[src/design/c2p_pkg.sv]
// Shared constants, types and the arctangent table of the rectangular-to-polar converter.
`default_nettype none
package c2p_pkg;

  // Fractional bits kept under the datapath coordinates.
  localparam int GUARD = 24;
  // Fractional bits of the angle accumulator, in degrees.
  localparam int ANGLE_FRAC = 24;
  // Width of the angle accumulator: sign, 10 integer bits, ANGLE_FRAC fraction.
  localparam int Z_WIDTH = 35;
  localparam int HALF_TURN = 180;
  localparam int ATAN_ENTRIES = 32;
  localparam int ATAN_IDX_W = $clog2(ATAN_ENTRIES);
  // Inverse CORDIC gain, unsigned Q32.
  localparam logic [63:0] INV_GAIN = 64'd2608131496;
  localparam logic signed [Z_WIDTH-1:0] HALF_Q24 =
    Z_WIDTH'(64'(HALF_TURN) << ANGLE_FRAC);

  // Control that travels with each beat down the cell chain.
  typedef struct packed {
    logic valid;
    logic bypass;
  } flags_t;

  // atan(2^-k) in degrees, ANGLE_FRAC fractional bits.
  function automatic logic signed [Z_WIDTH-1:0] atan_q24(input logic [ATAN_IDX_W-1:0] k);
    logic signed [Z_WIDTH-1:0] r;
    case (k)
      5'd0:  r = Z_WIDTH'(64'd754974720);
      5'd1:  r = Z_WIDTH'(64'd445687602);
      5'd2:  r = Z_WIDTH'(64'd235489088);
      5'd3:  r = Z_WIDTH'(64'd119537938);
      5'd4:  r = Z_WIDTH'(64'd60000934);
      5'd5:  r = Z_WIDTH'(64'd30029717);
      5'd6:  r = Z_WIDTH'(64'd15018523);
      5'd7:  r = Z_WIDTH'(64'd7509720);
      5'd8:  r = Z_WIDTH'(64'd3754917);
      5'd9:  r = Z_WIDTH'(64'd1877466);
      5'd10: r = Z_WIDTH'(64'd938734);
      5'd11: r = Z_WIDTH'(64'd469367);
      5'd12: r = Z_WIDTH'(64'd234684);
      5'd13: r = Z_WIDTH'(64'd117342);
      5'd14: r = Z_WIDTH'(64'd58671);
      5'd15: r = Z_WIDTH'(64'd29335);
      5'd16: r = Z_WIDTH'(64'd14668);
      5'd17: r = Z_WIDTH'(64'd7334);
      5'd18: r = Z_WIDTH'(64'd3667);
      5'd19: r = Z_WIDTH'(64'd1833);
      5'd20: r = Z_WIDTH'(64'd917);
      5'd21: r = Z_WIDTH'(64'd458);
      5'd22: r = Z_WIDTH'(64'd229);
      5'd23: r = Z_WIDTH'(64'd115);
      5'd24: r = Z_WIDTH'(64'd57);
      5'd25: r = Z_WIDTH'(64'd29);
      5'd26: r = Z_WIDTH'(64'd14);
      5'd27: r = Z_WIDTH'(64'd7);
      5'd28: r = Z_WIDTH'(64'd4);
      5'd29: r = Z_WIDTH'(64'd2);
      5'd30: r = Z_WIDTH'(64'd1);
      default: r = '0;
    endcase
    return r;
  endfunction

endpackage
`default_nettype wire

[src/design/c2p_post.sv]
// Output stages: gain compensation, rounding and clamping of length and angle.
`default_nettype none
module c2p_post #(
  parameter int XW      = 48,
  parameter int DIST_W  = 21,
  parameter int ANGLE_W = 17,
  parameter int FRAC    = 8,
  parameter int STAGES  = 16
) (
  input  wire logic                                 clk_i,
  input  wire logic                                 rst_ni,
  input  wire c2p_pkg::flags_t                      flags_i,
  input  wire logic signed [XW-1:0]                 x_i,
  input  wire logic signed [c2p_pkg::Z_WIDTH-1:0]   z_i,
  output logic                                      done_o,
  output logic [DIST_W-1:0]                         distance_o,
  output logic signed [ANGLE_W-1:0]                 angle_o
);

  localparam int GUARD = c2p_pkg::GUARD;
  localparam int ZW    = c2p_pkg::Z_WIDTH;
  localparam int S     = c2p_pkg::ANGLE_FRAC - FRAC;
  localparam int ZRW   = ZW - S;
  localparam int HW    = XW - 1 - 32;
  localparam int PW    = HW + 33;
  localparam int DFW   = PW - GUARD;
  localparam logic [63:0] CORR   = (c2p_pkg::INV_GAIN * 64'd2) / 64'd3;
  localparam logic [63:0] GAIN64 = (STAGES >= 16) ? c2p_pkg::INV_GAIN
                                   : c2p_pkg::INV_GAIN + (CORR >> (2 * STAGES));
  localparam logic [31:0] GAIN   = GAIN64[31:0];
  localparam logic [DFW-1:0] DMAX = {{(DFW-DIST_W){1'b0}}, {DIST_W{1'b1}}};
  localparam logic signed [ZRW-1:0] HALF = ZRW'(64'(c2p_pkg::HALF_TURN) << FRAC);
  localparam logic signed [ZW-1:0] ROUND_Z = ZW'(64'd1 << (S - 1));
  localparam logic [PW-1:0] ROUND_D = PW'(64'd1 << (GUARD - 1));

  // stage 1
  logic [XW-2:0]        xc;
  logic signed [ZW-1:0] zsum;
  logic [63:0]          lo_d, lo_q;
  logic [HW+31:0]       hi_d, hi_q;
  logic [DIST_W-1:0]    byp1_q, byp2_q;
  logic signed [ZRW-1:0] zr_q;
  c2p_pkg::flags_t      f1_q, f2_q;
  // stage 2
  logic [PW-1:0]        psum;
  logic [DFW-1:0]       df_q;
  logic signed [ANGLE_W-1:0] ang_d, ang_q, ang3_q;
  // stage 3
  logic [DIST_W-1:0]    dist_d, dist_q;
  logic                 done_q;

  always_comb begin
    xc   = x_i[XW-1] ? '0 : x_i[XW-2:0];
    lo_d = 64'(xc[31:0]) * 64'(GAIN);
    hi_d = (HW+32)'(xc[XW-2:32]) * (HW+32)'(GAIN);
    zsum = z_i + ROUND_Z;
  end

  always_comb begin
    psum = PW'(hi_q) + PW'(lo_q[63:32]) + ROUND_D;
    if (zr_q > HALF) begin
      ang_d = ANGLE_W'(HALF);
    end else if (zr_q < -HALF) begin
      ang_d = ANGLE_W'(-HALF);
    end else begin
      ang_d = zr_q[ANGLE_W-1:0];
    end
  end

  always_comb begin
    if (f2_q.bypass) begin
      dist_d = byp2_q;
    end else if (df_q > DMAX) begin
      dist_d = DMAX[DIST_W-1:0];
    end else begin
      dist_d = df_q[DIST_W-1:0];
    end
  end

  always_ff @(posedge clk_i or negedge rst_ni) begin
    if (!rst_ni) begin
      f1_q   <= '0;
      f2_q   <= '0;
      done_q <= 1'b0;
    end else begin
      f1_q   <= flags_i;
      f2_q   <= f1_q;
      done_q <= f2_q.valid;
    end
  end

  always_ff @(posedge clk_i) begin
    lo_q   <= lo_d;
    hi_q   <= hi_d;
    byp1_q <= x_i[GUARD +: DIST_W];
    zr_q   <= zsum[ZW-1:S];
    df_q   <= psum[PW-1:GUARD];
    byp2_q <= byp1_q;
    ang_q  <= ang_d;
    dist_q <= dist_d;
    ang3_q <= ang_q;
  end

  assign done_o     = done_q;
  assign distance_o = dist_q;
  assign angle_o    = ang3_q;

endmodule
`default_nettype wire

[config.mk]
export PLATFORM = sky130hd
export DESIGN_NAME = c2p_post
export DESIGN_NICKNAME = d
export VERILOG_FILES = /design/src/design/c2p_pkg.sv /design/src/design/c2p_post.sv
export SDC_FILE = /design/constraint.sdc
export NUM_CORES = 2
export LEC_CHECK = 0
export ABC_AREA = 1
export ABC_CLOCK_PERIOD_IN_PS = 1900
export BUFFER_PORTS_ARGS = -buffer_cell sky130_fd_sc_hd__buf_2
export CAP_MARGIN = 40
export CORE_ASPECT_RATIO = 2
export CORE_MARGIN = 2
export CORE_UTILIZATION = 55
export CTS_BUF_LIST = sky130_fd_sc_hd__clkbuf_16
export CTS_CLUSTER_SIZE = 10
export DETAILED_ROUTE_END_ITERATION = 6
export GPL_ROUTABILITY_DRIVEN = 0
export PLACE_DENSITY_LB_ADDON = 0.25
export REMOVE_ABC_BUFFERS = 1
export SLEW_MARGIN = 25
export SYNTH_ARGS = -nofsm -noshare
export SYNTH_HDL_FRONTEND = slang
export SYNTH_SLANG_ARGS = --single-unit
[constraint.sdc]
create_clock -name clk_i -period 1.9 [get_ports clk_i]
set_input_delay 0.57 -clock clk_i [delete_from_list [all_inputs] [get_ports clk_i]]
set_output_delay 0.57 -clock clk_i [all_outputs]
set_load 0.03 [all_outputs]
==> impl_metrics.env <==
export IMPL_core_area_sq_um=67400
export IMPL_setup_viol=92
export IMPL_worstMarginPinSlew_ns=0.5924
export IMPL_place_ws_ns=-5.235
export IMPL_rr_startpoint="lo_q[52]"
export IMPL_fillerInstances=4579
export IMPL_startpoint_type="primary input"
export IMPL_fin_hold_ws_ns=0.1509
export IMPL_crit_required_ns=2.24
export IMPL_timing_fmax_ghz=0.1566
export IMPL_clkLatencyLatePin_ns=0.53
export IMPL_status="finished with violations"
export IMPL_cts_tree="yes"
export IMPL_worst_path_buf_inv=12
export IMPL_async_flop_share=0.02294
export IMPL_holdPathEnd="f1_q[1]"
export IMPL_ys_types=43
export IMPL_drtAntennaViolNets=0
export IMPL_synth_warning_count=0
export IMPL_crit_family="adder cells"
export IMPL_synth_top_area_share=0.3312
export IMPL_period_minus_slack_ns=6.387
export IMPL_min_from="flags_i[1]"
export IMPL_slew_violations=0
export IMPL_synth_seq_cells=218
export IMPL_maxCapViolCount=0
export IMPL_clk_path_buf_depth=3
export IMPL_cts_sinks=218
export IMPL_cp_end_kind="flop"
export IMPL_dieWidth_um=188.1
export IMPL_num_rows=135
export IMPL_synth_common_cells="inv_1, nand2_1, fa_1"
export IMPL_synth_seq_area_share=0.1177
export IMPL_hp_class="in -> reg"
export IMPL_fin_crit_sh=3.362
export IMPL_syn_inst=4702
export IMPL_multiInputGateArea_sq_um=31710
export IMPL_cts_buffers=26
export IMPL_clock_skew_ns=0.01420
export IMPL_crit_path_frequent_cell="fa_1"
export IMPL_worstSetupPathType="in -> reg"
export IMPL_final_area_sq_um=49100
export IMPL_ctsRootBufferMaster="clkbuf_16"
export IMPL_antenna_found_initial=0
export IMPL_placed_cell_area_sq_um=43350
export IMPL_start_util=0.5533
export IMPL_synth_most_common_cell="inv_1"
export IMPL_finalSetupTns_ns=-261.88
export IMPL_synth_area_leader_cell="fa_1"
export IMPL_r2r_setup_slack_ns=-0.26
export IMPL_grt_pass1_wl_mm=180.6
export IMPL_vias=33880
export IMPL_drt_vias_per_instance=5.320
export IMPL_nNetsFinal=6721
export IMPL_die_area_sq_um=70020
export IMPL_crit_fanout=7
export IMPL_htree_levels=1
export IMPL_grt_max_degree=23
export IMPL_reg2reg_to="df_q[3]"
export IMPL_syn_to_final_growth_pct=31.67
export IMPL_hold_viol=0
export IMPL_synth_area_leaders="fa_1, ha_1, inv_1"
export IMPL_hold_path_depth=1
export IMPL_critPathMaxStageDelay_ns=0.56
export IMPL_dp_final_hpwl_mm=97.67
export IMPL_port_buffers=110
export IMPL_rsz0062_at_grt="yes"
export IMPL_critPathSlowestCell="fa_1"
export IMPL_first_pass_iters=6
export IMPL_clk_pin_slew_worst_paths_ns=0.06
export IMPL_synth_main_ff_cell="dfxtp_1"
export IMPL_drive_gt1_frac=0.3077
export IMPL_routed_wl_mm=124.3
export IMPL_syn_avg_cell_area_sq_um=7.931
export IMPL_violations="setup timing"
export IMPL_worst_slack_ns=-4.487
export IMPL_ff_latch_area_sq_um=4410
export IMPL_relSlewSlack=0.6046
export IMPL_r2r_cells=9
export IMPL_grt_usage=0.3315
export IMPL_ios=126
export IMPL_synth_edf_count=0
export IMPL_drcViolationCount=0
export IMPL_syn_area_sq_um=37290
export IMPL_overflow=0
export IMPL_die_height_um=372.2
export IMPL_routedWlPerCell_um=19.52
export IMPL_grt_pass1_vias=35360
export IMPL_crit_arrival_ns=6.72
export IMPL_drtIter0Drc=2595
==> state kept, by name, summed over array words and instances (netlist names) <==
register and cells:
done_o 1, lo_q 29, zr_q 19, hi_q 44
df_q 24, f2_q 2, byp2_q 21, f1_q 2
distance_o 21, ang_q 17, byp1_q 21, angle_o 17
==> per-layer routing <==
metal,track usage,up-vias,part of all wire
met3,0.04256,673,0.079
li1,-,15300,-
met5,0,-,0
met4,0.1861,0,0.084
met2,0.5759,1737,0.48
met1,0.3967,16170,0.36
==> logic make-up (layout without fill, tap and decap cells) <==
family,Yosys count,after routing,share of synthesized area
AO/OA/AOI/OAI,190,190,0.02761
adder cells (fa/ha/maj),1162,1162,0.5141
XOR/XNOR,57,57,0.01359
buffers and inverters,1456,2231,0.1468
flip-flops,218,218,0.1177
AND/OR/NAND/NOR,1619,1619,0.1802
other,0,1,0
==> cell type report <==
type	count	area share
antenna	1	0.00005097
clock buffer	26	0.01325
clock inverter	7	0.0009174
inverter	1444	0.1123
multi-input combinational	3028	0.6458
sequential	218	0.08983
tap	890	0.02268
timing repair buffer	754	0.1152
==> through the flow <==
| step | cells | util |
|---|---|---|
| after global placement | 6278 | 0.6431 |
| after CTS | 6331 | 0.6905 |
| final | 6368 | 0.7285 |
| after floorplan | 4690 | - |
| after detailed placement | 6278 | 0.6431 |
| after global routing | 6367 | 0.7285 |
==> what timing repair did <==
action,4_1_cts,5_1_grt
setup buffers,19,38
gates cloned,0,0
setup endpoints to repair,94,93
pin swaps,151,232
hold endpoints to repair,5,0
hold buffers,1,0
gates resized for setup,552,544
==> layout by cell type, fill, tap and decap left out, types with 7 or more instances in the layout <==
cell type     n
nand3_1     101
inv_1      1325
nand4_1      36
xnor2_1      11
nand3_4      10
buf_2       108
ha_1        379
buf_6        36
fa_1        575
o21ai_1      12
fa_2         42
inv_4        16
a21oi_2      55
xor2_1       31
nor2_4       64
nand2_2     199
dfxtp_1     198
nor2_1      181
nor2_2       74
buf_4       596
inv_2        98
nor3_1       12
clkbuf_16    26
a21oi_1      47
nand3_2      29
ha_2         17
ha_4        149
buf_8         7
nor3_2       17
nand2_1     801
o21bai_1     11
a21o_1        9
dfxtp_2      14
o21ai_0      34
nand2_4      56
xor2_2       12
==> worst reg2reg max path: cells and delay by family, from the launching register on <==
family	cells	cell delay (ns)
fa+ha+maj	2	0.55
flops	1	0.43
compound gates	2	0.44
xor+xnor	1	0.26
simple gates	3	0.33
buf+inv	1	0.06
==> worst max path at each step <==
stage	startpoint	cells after the start	slack, ns	to
after floorplan	x_i[47]	28	-4.94	lo_q[58]
after global placement	x_i[47]	27	-5.21	lo_q[54]
after detailed placement	x_i[47]	27	-5.23	lo_q[54]
after CTS	x_i[47]	30	-4.17	lo_q[55]
after global routing	x_i[47]	27	-4.60	lo_q[43]
final	x_i[47]	28	-4.49	lo_q[43]
Power is not shown: default switching activity piles up to over one toggle a cycle in this logic, so the estimate is an artifact.
