File: src/design/c2p_pkg.sv
// Shared constants, types and the arctangent table of the rectangular-to-polar converter.
`default_nettype none
package c2p_pkg;

  // Fractional bits kept under the datapath coordinates.
  localparam int GUARD = 24;
  // Fractional bits of the angle accumulator, in degrees.
  localparam int ANGLE_FRAC = 24;
  // Width of the angle accumulator: sign, 10 integer bits, ANGLE_FRAC fraction.
  localparam int Z_WIDTH = 35;
  localparam int HALF_TURN = 180;
  localparam int ATAN_ENTRIES = 32;
  localparam int ATAN_IDX_W = $clog2(ATAN_ENTRIES);
  // Inverse CORDIC gain, unsigned Q32.
  localparam logic [63:0] INV_GAIN = 64'd2608131496;
  localparam logic signed [Z_WIDTH-1:0] HALF_Q24 =
    Z_WIDTH'(64'(HALF_TURN) << ANGLE_FRAC);

  // Control that travels with each beat down the cell chain.
  typedef struct packed {
    logic valid;
    logic bypass;
  } flags_t;

  // atan(2^-k) in degrees, ANGLE_FRAC fractional bits.
  function automatic logic signed [Z_WIDTH-1:0] atan_q24(input logic [ATAN_IDX_W-1:0] k);
    logic signed [Z_WIDTH-1:0] r;
    case (k)
      5'd0:  r = Z_WIDTH'(64'd754974720);
      5'd1:  r = Z_WIDTH'(64'd445687602);
      5'd2:  r = Z_WIDTH'(64'd235489088);
      5'd3:  r = Z_WIDTH'(64'd119537938);
      5'd4:  r = Z_WIDTH'(64'd60000934);
      5'd5:  r = Z_WIDTH'(64'd30029717);
      5'd6:  r = Z_WIDTH'(64'd15018523);
      5'd7:  r = Z_WIDTH'(64'd7509720);
      5'd8:  r = Z_WIDTH'(64'd3754917);
      5'd9:  r = Z_WIDTH'(64'd1877466);
      5'd10: r = Z_WIDTH'(64'd938734);
      5'd11: r = Z_WIDTH'(64'd469367);
      5'd12: r = Z_WIDTH'(64'd234684);
      5'd13: r = Z_WIDTH'(64'd117342);
      5'd14: r = Z_WIDTH'(64'd58671);
      5'd15: r = Z_WIDTH'(64'd29335);
      5'd16: r = Z_WIDTH'(64'd14668);
      5'd17: r = Z_WIDTH'(64'd7334);
      5'd18: r = Z_WIDTH'(64'd3667);
      5'd19: r = Z_WIDTH'(64'd1833);
      5'd20: r = Z_WIDTH'(64'd917);
      5'd21: r = Z_WIDTH'(64'd458);
      5'd22: r = Z_WIDTH'(64'd229);
      5'd23: r = Z_WIDTH'(64'd115);
      5'd24: r = Z_WIDTH'(64'd57);
      5'd25: r = Z_WIDTH'(64'd29);
      5'd26: r = Z_WIDTH'(64'd14);
      5'd27: r = Z_WIDTH'(64'd7);
      5'd28: r = Z_WIDTH'(64'd4);
      5'd29: r = Z_WIDTH'(64'd2);
      5'd30: r = Z_WIDTH'(64'd1);
      default: r = '0;
    endcase
    return r;
  endfunction

endpackage
`default_nettype wire

File: src/design/c2p_prep.sv
// Input stage: forms the difference vector, folds the left half plane and seeds the angle.
`default_nettype none
module c2p_prep #(
  parameter int CW = 20,
  parameter int XW = 48
) (
  input  wire logic                                 clk_i,
  input  wire logic                                 rst_ni,
  input  wire logic                                 start_i,
  input  wire logic signed [CW-1:0]                 origin_x_i,
  input  wire logic signed [CW-1:0]                 origin_y_i,
  input  wire logic signed [CW-1:0]                 point_x_i,
  input  wire logic signed [CW-1:0]                 point_y_i,
  output c2p_pkg::flags_t                           flags_o,
  output logic signed [XW-1:0]                      x_o,
  output logic signed [XW-1:0]                      y_o,
  output logic signed [c2p_pkg::Z_WIDTH-1:0]        z_o
);

  localparam int EXT = XW - CW - 1 - c2p_pkg::GUARD;

  logic signed [CW:0] dx, dy, xa, ya;
  logic               neg;
  c2p_pkg::flags_t    flags_d, flags_q;
  logic signed [XW-1:0] x_d, x_q, y_d, y_q;
  logic signed [c2p_pkg::Z_WIDTH-1:0] z_d, z_q;

  always_comb begin
    dx  = {point_x_i[CW-1], point_x_i} - {origin_x_i[CW-1], origin_x_i};
    dy  = {point_y_i[CW-1], point_y_i} - {origin_y_i[CW-1], origin_y_i};
    neg = dx[CW];
    // Mirror the left half plane into the right one.
    xa  = neg ? -dx : dx;
    ya  = neg ? -dy : dy;
    x_d = {{EXT{xa[CW]}}, xa, {c2p_pkg::GUARD{1'b0}}};
    y_d = {{EXT{ya[CW]}}, ya, {c2p_pkg::GUARD{1'b0}}};
    if (!neg) begin
      z_d = '0;
    end else if (dy[CW]) begin
      z_d = -c2p_pkg::HALF_Q24;
    end else begin
      z_d = c2p_pkg::HALF_Q24;
    end
    flags_d.valid  = start_i;
    flags_d.bypass = (dy == '0);
  end

  always_ff @(posedge clk_i or negedge rst_ni) begin
    if (!rst_ni) begin
      flags_q <= '0;
    end else begin
      flags_q <= flags_d;
    end
  end

  always_ff @(posedge clk_i) begin
    x_q <= x_d;
    y_q <= y_d;
    z_q <= z_d;
  end

  assign flags_o = flags_q;
  assign x_o     = x_q;
  assign y_o     = y_q;
  assign z_o     = z_q;

endmodule
`default_nettype wire

File: config.mk
export PLATFORM = sky130hd
export DESIGN_NAME = c2p_prep
export DESIGN_NICKNAME = d
export VERILOG_FILES = /design/src/design/c2p_pkg.sv /design/src/design/c2p_prep.sv
export SDC_FILE = /design/constraint.sdc
export NUM_CORES = 1
export LEC_CHECK = 0
export ABC_AREA = 0
export BUFFER_PORTS_ARGS = -buffer_cell sky130_fd_sc_hd__buf_4
export CORE_MARGIN = 5
export CORE_UTILIZATION = 43
export DETAILED_ROUTE_END_ITERATION = 8
export PLACE_DENSITY = 0.69
export REMOVE_ABC_BUFFERS = 1
export SLEW_MARGIN = 20
export SYNTH_ARGS = -nofsm -noshare
export SYNTH_HDL_FRONTEND = slang
export SYNTH_SLANG_ARGS = --single-unit
File: constraint.sdc
create_clock -name clk_i -period 0.85 [get_ports clk_i]
set_clock_uncertainty 0.05 [all_clocks]
set_input_delay 0.17 -clock clk_i [delete_from_list [all_inputs] [get_ports clk_i]]
set_output_delay 0.17 -clock clk_i [all_outputs]
set_load 0.005 [all_outputs]
==> impl_metrics.ini, run 1 <==
[synth]
syn_inst = 663
ys_seq_elements = 47
synth_area_per_cell_sq_um = 7.768
ys_types = 75
synth_edf_count = 0
ys_warn_count = 0
async_reset_ff_share_pct = 4.255
synthFlopType = dfxtp_1
netlist_area_sq_um = 5150
yosysSeqAreaShare_pct = 18.46

[timing]
fmaxAchievable_mhz = 380.4
setup_ws_ps = -1779
setup_viol = 103
post-route-period-util_pct = 309.3
slew_violations = 0
worst_slew_pin_slew_ps = 528.7
final_hold_viol_count = 0
rsz0062_at_grt = true
slew_headroom_pct = 64.50
min_period_ps = 2629

[placement]
pre_cts_slack_ps = -2177
place_inst = 1086
hpwlAfterDp_um = 12270
gp_congestion = 0.8924
numPortBuffers = 141

[grt]
gr-total-overflow = 0
grt.total_usage_pct = 22.29
antenna_found_initial = 0
grt_pass1_wl_um = 26960
grt_pass1_vias = 5949
grt_max_degree = 15

[floorplanning]
die_h_um = 119.4
rows = 40
initial_core_util_pct = 43.42
chipWidth_um = 119.4
core-area_sq_um = 11860
ios = 216
die_area_sq_um = 14260

[drt]
drt_iter0_drc = 397
vias = 5771
drt_first_pass_iters = 5
antenna_left = 0
wirelength_um = 17720
drc = 0
wl_per_cell_um = 15.68
via_per_inst = 5.107

[outcome]
violations = setup timing
status = finished, violations left

[cells_and_area]
drive_above_1_share_pct = 54.63
final_cell_mix = 266 x buf_4, 74 x conb_1, 70 x buf_6
layout.cells.non_filler = 1130
final_common_cell = buf_4
nNetsFinal = 1109
area_growth_pct = 73.54
n_antenna_cell = 0
fillCellCount = 780

[clock_network]
ctsLongestPathBuffers = 2
cts.sinks = 47
cts_root_buffer = clkbuf_16
cts_tree = done
cts_buffers = 5
cts.reportedPaths.clkPinSlew_ps = 70
cts_max_level = 2

[power]
powerDensity_nw_per_um2 = 1548
vdd_drop_max_mv = 0.8961
p_leak_nw = 4.235

[setup_path]
critPathArrivalTime_ps = 2800
cp-start-kind = input port
crit_family = simple AND/OR/NAND/NOR gates
path_buf_inv = 3
crit_path_end_kind = flip-flop
required_ps = 1020
critPathMostFrequentCell = buf_6
critical-path-max-stage-delay_ps = 570
slowest_stage = or4_4
path_class = in2reg
crit_fanout = 5
path_cells = buf_6 -> inv_4 -> ha_4 -> fa_2 -> nand2b_4 -> a21oi_4 -> or3_1 -> o2111ai_2 -> or4_4 -> nor4b_4 -> buf_6 -> a41o_1 -> xnor2_1

[hold_path]
hold_depth = 3
hold_path_class = in2reg
min_from = origin_x_i[0]
holdPathEnd = x_o[24]

[job]
max_cap_viol_count = 0
[registers in the layout, summed over array words and instances (netlist names)]
register  cells
x_o          21
y_o          21
z_o           3
flags_o       2
[worst max-delay path by stage]
| stage | cells after the start | slack [ps] | end | start |
|---|---|---|---|---|
| finish | 13 | -1780 | y_o[44] | point_y_i[0] |
| global route | 14 | -1860 | y_o[44] | point_y_i[0] |
| CTS | 13 | -1650 | y_o[44] | origin_y_i[0] |
| detailed placement | 12 | -2180 | y_o[40] | origin_y_i[0] |
| global placement | 12 | -2070 | y_o[44] | origin_y_i[0] |
| floorplan | 13 | -2140 | y_o[33] | point_x_i[0] |
[stage by stage]
stage                     util, %  area [sq um]  TNS, ps  hold WS (ps)  total power [mW]
after floorplan                 -          4666   -86890        -175.6             5.996
after global placement      60.55          7182   -86360        -97.51             9.267
after detailed placement    60.55          7182   -90870        -96.63             9.434
after CTS                   71.67          8501   -70780         103.9             13.07
after global routing        75.35          8937   -77840         102.0             14.59
final                       75.35          8937   -72570         100.3             13.84
[synth_stat cells (all sizes together) (7+ instances only)]
master / n / area share, %
nand2: 40 / 2.9
nand2b: 13 / 1.6
o21a: 13 / 1.9
or3: 7 / 0.95
nand4: 10 / 1.2
ha: 42 / 10
xnor2: 38 / 6.5
inv: 57 / 4.2
a21oi: 45 / 4.7
a211oi: 9 / 1.5
buf: 104 / 15
o31ai: 8 / 1.5
dfxtp: 45 / 17
nand3: 13 / 1.3
xor2: 22 / 3.7
o21ai: 39 / 3.9
o211ai: 7 / 1.0
nor2: 41 / 3.0
nor3: 20 / 1.9
and3: 8 / 1.2
[cell type report]
cell class | instances | area (sq um) | area share, %
timing repair buffer | 345 | 2963 | 33.15
multi-input combinational | 526 | 4399 | 49.22
sequential | 47 | 1005 | 11.24
clock buffer | 7 | 152.6 | 1.708
tap | 147 | 183.9 | 2.058
inverter | 57 | 226.5 | 2.534
clock inverter | 1 | 7.507 | 0.08400
[timing repair]
action	CTS	global route
cloned	4	0
hold buffers	2	0
setup endpoints to repair	103	103
resized for setup	231	85
pin swaps	74	63
setup buffers	18	14
hold endpoints to repair	3	0
[cell families (layout without fill, tap and decap cells)]
group                      after synthesis  count (layout)  synth area share (%)
muxes                                    2               2                0.4130
adders and majority gates               44              44                 10.98
AOI/OAI and AO/OA                      167             167                 22.62
other                                    1              74               0.07282
DFF                                     47              47                 18.46
xor gates and xnor gates                60              60                 10.20
and+or+nand+nor                        179             179                 18.37
buffers and inverters                  163             410                 18.88
[metal layers]
layer  routed length, um  vias to the layer above  share of wire [%]  global-route usage [%]
met2                9627                      228                 54                   44.72
met5                   0                        -                  0                       0
met3                 819                       63                4.6                   2.232
li1                    -                     2790                  -                       -
met1                6539                     2690                 37                   23.55
met4                 737                        0                4.2                   8.304
[report_power, final]
part	switching (mW)	internal [mW]	total, mW
Combinational	3.67	4.69	8.36
Sequential	0.404	3.01	3.42
Clock	0.806	1.25	2.06
Total	4.88	8.95	13.8
Note: power is estimated with default switching activity, not from simulation.
==> inputs of run 2 (changes only) <==
- CTS_BUF_LIST: default -> sky130_fd_sc_hd__clkbuf_8
==> run 2 against run 1 <==
The run still ends with setup timing left. Wire length increased by 1.3%. Highest routed layer unchanged. Flip-flop and latch count stayed put. Non-clock buffer count increased by 3. Critical endpoint unchanged. Critical path type unchanged.
==> impl_metrics.ini, run 2 (synthesized netlist as in run 1, its figures left out) <==
[cells_and_area]
final_common_cell = buf_4
seq_area_sq_um = 1005
n_antenna_cell = 0
nNetsFinal = 1112
final_cell_mix = 268 x buf_4, 74 x conb_1, 71 x buf_6
area_growth_pct = 76.26
fillCellCount = 749
multiInputGateArea_sq_um = 4569
drive_above_1_share_pct = 56.19

[setup_path]
cp-start-kind = input port
critPathMostFrequentCell = buf_6
crit_path_end_kind = flip-flop
path_buf_inv = 3
slowest_stage = or4_4
required_ps = 1030
crit_fanout = 5
cp.depth = 14
crit_family = simple AND/OR/NAND/NOR gates
path_class = in2reg
path_cells = buf_6 -> inv_4 -> ha_4 -> fa_2 -> nand2b_4 -> a21oi_4 -> mux2i_2 -> a211oi_2 -> nand4_1 -> or4_4 -> nor4b_4 -> buf_6 -> a41o_1 -> xnor2_1
critical-path-max-stage-delay_ps = 490
critPathArrivalTime_ps = 2720

[floorplanning]
initial_core_util_pct = 43.42
core-area_sq_um = 11860
die_h_um = 119.4
rows = 40
chipWidth_um = 119.4
die_area_sq_um = 14260
ios = 216

[grt]
grt_pass1_vias = 5908
met2_usage_pct = 44.08
use_met1_pct = 23.90
antenna_found_initial = 0
grt.total_usage_pct = 22.30
grt_use_met3_pct = 1.709
gr-max-usage-layer = met2
gr-total-overflow = 0
grt_pass1_wl_um = 26940
grt_max_degree = 15

[power]
vdd_drop_max_mv = 0.8718
totalPowerFinal_mw = 13.49
powerDensity_nw_per_um2 = 1487
p_leak_nw = 4.261

[clock_network]
cts.sinks = 47
ctsLongestPathBuffers = 2
cts_root_buffer = clkbuf_8
cts_buffers = 5
cts.reportedPaths.clkPinSlew_ps = 90
cts_tree = done
cts_max_level = 2

[drt]
wl_per_cell_um = 15.84
vias = 5783
antenna_left = 0
drt_iter0_drc = 303
drt_first_pass_iters = 5
via_per_inst = 5.104
wirelength_um = 17950
drc = 0

[hold_path]
min_from = origin_x_i[0]
holdPathEnd = x_o[24]
hold_depth = 3
hold_path_class = in2reg

[timing]
slew_violations = 0
rsz0062_at_grt = true
slew_headroom_pct = 64.71
worst_slew_pin_slew_ps = 529.4
setup_ws_ps = -1686
finalSetupTns_ps = -71290
fmaxAchievable_mhz = 394.4
setup_viol = 103
final_hold_viol_count = 0
post-route-period-util_pct = 298.3
min_period_ps = 2536

[placement]
numPortBuffers = 141
hpwlAfterDp_um = 12270
gp_congestion = 0.8924

[outcome]
status = finished, violations left
violations = setup timing

[job]
max_cap_viol_count = 0
[run 2: cell types whose count changed in the layout (fill, tap and decap cells not counted), sizes merged]
cell,delta
buf,+3
[run 2: how the worst max path moves through the flow]
stage / slack [ps] / from / end
3_5_place_dp: -2180 / origin_y_i[0] / y_o[40]
5_1_grt: -1810 / point_y_i[0] / y_o[44]
4_1_cts: -1610 / origin_y_i[0] / y_o[44]
2_1_floorplan: -2140 / point_x_i[0] / y_o[33]
3_3_place_gp: -2070 / origin_y_i[0] / y_o[44]
6_report: -1690 / point_y_i[0] / y_o[44]
[run 2: cell type report]
cell class / count / share of cell area [%]
clock buffer: 7 / 1.061
clock inverter: 1 / 0.08270
inverter: 57 / 2.495
multi-input combinational: 526 / 50.34
sequential: 47 / 11.07
tap: 147 / 2.026
timing repair buffer: 348 / 32.93
[run 2: timing repair]
action	in CTS	in global routing
hold buffers	2	0
gates resized for setup	241	107
cloned	4	0
buffers inserted	17	20
hold endpoints to repair	3	0
setup endpoints to repair	103	103
pin swaps	77	62
[run 2: through the flow]
step,std cells,hold slack (ps),area [sq um],util (%),setup slack [ps]
floorplan,630,-175.6,4666,-,-2136
global placement,1086,-97.51,7182,60.55,-2074
detailed placement,1086,-96.63,7182,60.55,-2177
CTS,1116,78.80,8488,71.56,-1605
global route,1133,83.55,9077,76.53,-1808
finish,1133,95.14,9077,76.53,-1686
[run 2: where the power goes]
group,total (mW),switching (mW),leakage (nW),internal [mW]
sequential,3.40,0.392,0.407,3.01
clock,1.50,0.763,0.0505,0.741
combinational,8.59,3.79,3.80,4.80
[run 2: per-layer routing]
metal / vias up / share of wire [%]
met5: - / 0
met4: 0 / 3.3
met3: 47 / 4.5
met2: 215 / 55
met1: 2723 / 37
li1: 2798 / -
==> inputs of run 3 (changes only) <==
- CORE_MARGIN: 5 -> default
==> run 3 against run 2 <==
The flow finishes with violations (DRC, setup timing). Wire length decreased by 1.0%. Die area decreased by 13%. Hold slack got worse by 19 ps. Total power decreased by 0.33%. Critical path type unchanged.
==> impl_metrics.ini, run 3 (synthesized netlist as in run 1, its figures left out) <==
[setup_path]
required_ps = 1040
path_class = in2reg
critPathArrivalTime_ps = 2890
slowest_stage = or4_4
critPathMostFrequentCell = buf_6
crit_family = simple AND/OR/NAND/NOR gates
path_cells = buf_6 -> inv_4 -> ha_4 -> fa_2 -> nand2b_4 -> a21oi_4 -> mux2i_1 -> a211oi_2 -> nand4_1 -> or4_4 -> nor4b_4 -> buf_6 -> a41o_1 -> xnor2_1
path_buf_inv = 3
crit_path_end_kind = flip-flop
critical-path-max-stage-delay_ps = 510
cp-start-kind = input port
crit_fanout = 5

[grt]
use_met1_pct = 26.51
antenna_found_initial = 0
gr-max-usage-layer = met2
grt_use_met3_pct = 2.450
grt.total_usage_pct = 25.43
grt_max_degree = 18
grt_pass1_vias = 5777
gr-total-overflow = 0
met2_usage_pct = 51.13
grt_pass1_wl_um = 25960

[power]
powerDensity_nw_per_um2 = 1497
vdd_drop_max_mv = 0.7553
p_leak_nw = 4.237

[placement]
numPortBuffers = 141
place_inst = 1090
gp_congestion = 0.9097
hpwlAfterDp_um = 11890

[timing]
fmaxAchievable_mhz = 371.3
post-route-period-util_pct = 316.8
setup_ws_ps = -1843
rsz0062_at_grt = true
setup_viol = 103
min_period_ps = 2693
final_hold_viol_count = 0
slew_violations = 0

[drt]
drc = 11
via_per_inst = 5.148
antenna_left = 0
wl_per_cell_um = 15.67
drt_iter0_drc = 238
wirelength_um = 17770
vias = 5838
drt_first_pass_iters = 6

[floorplanning]
ios = 216
die_area_sq_um = 12420
rows = 39
initial_core_util_pct = 44.53
die_h_um = 111.4
chipWidth_um = 111.4
core-area_sq_um = 11560

[clock_network]
cts.reportedPaths.clkPinSlew_ps = 100
cts.sinks = 47
cts_tree = done
cts_buffers = 5
cts_max_level = 2
cts_root_buffer = clkbuf_8
ctsLongestPathBuffers = 2

[outcome]
violations = DRC, setup timing
status = finished, violations left

[cells_and_area]
nNetsFinal = 1117
final_cell_mix = 266 x buf_4, 75 x buf_6, 74 x conb_1
fillCellCount = 743
n_antenna_cell = 0
drive_above_1_share_pct = 56.00
final_common_cell = buf_4
layout.cells.non_filler = 1134
area_growth_pct = 74.44
utilization_pct = 77.68

[hold_path]
hold_path_class = in2reg

[job]
max_cap_viol_count = 0
run 3: cell count changes in the layout (fill, tap and decap cells not counted), sizes merged:
cell / before / now
buf: 346 / 350
clkbuf: 7 / 5
clkinvlp: 1 / 2
inv: 57 / 59
run 3: metal layers:
metal / wire length (um) / share of wire (%) / up-vias
met5: 0 / 0 / -
met4: 677 / 3.8 / 0
met3: 741 / 4.2 / 46
met2: 9713 / 55 / 222
met1: 6633 / 37 / 2762
li1: - / - / 2808
run 3: per-stage QoR:
step	total power, mW	area (sq um)	worst slack, ps	setup TNS (ps)	hold slack [ps]
final	13.45	8984	-1843	-73740	76.14
after floorplan	5.996	4666	-2136	-86890	-175.6
after CTS	12.31	8369	-1669	-71580	77.90
after global routing	14.14	8984	-1923	-79260	73.00
after detailed placement	9.438	7237	-2170	-87030	-96.65
after global placement	9.287	7237	-2084	-85050	-96.93
run 3: timing repair:
action / CTS / global route
gates cloned: 3 / 0
hold buffers: 2 / 0
resized for setup: 211 / 124
setup buffers: 19 / 17
hold endpoints to repair: 3 / 0
pin swaps: 64 / 54
endpoints found under the setup margin: 103 / 103
run 3: final timing paths:
path / end / slack [ps] / cells after the start / startpoint
setup / recovery: y_o[44] / -1840 / 14 / point_y_i[0]
max in group asynchronous: flags_o[0] / 570 / 2 / rst_ni
hold / removal: x_o[24] / 80 / 3 / origin_x_i[0]
min in group asynchronous: flags_o[1] / 100 / 2 / rst_ni
run 3: power breakdown:
part / internal [mW] / total [mW] / leakage, nW / switching [mW]
combinational: 4.74 / 8.49 / 3.78 / 3.76
sequential: 3.02 / 3.43 / 0.406 / 0.409
clock: 0.612 / 1.53 / 0.0467 / 0.914
run 3: layout make-up:
class | instances | area [sq um] | share of cell area, %
inverter | 57 | 236.5 | 2.632
clock inverter | 3 | 27.53 | 0.3064
multi-input combinational | 526 | 4434 | 49.36
clock buffer | 5 | 68.82 | 0.7660
timing repair inverter | 1 | 7.507 | 0.08357
sequential | 47 | 1003 | 11.17
timing repair buffer | 352 | 3027 | 33.69
tap | 143 | 178.9 | 1.992
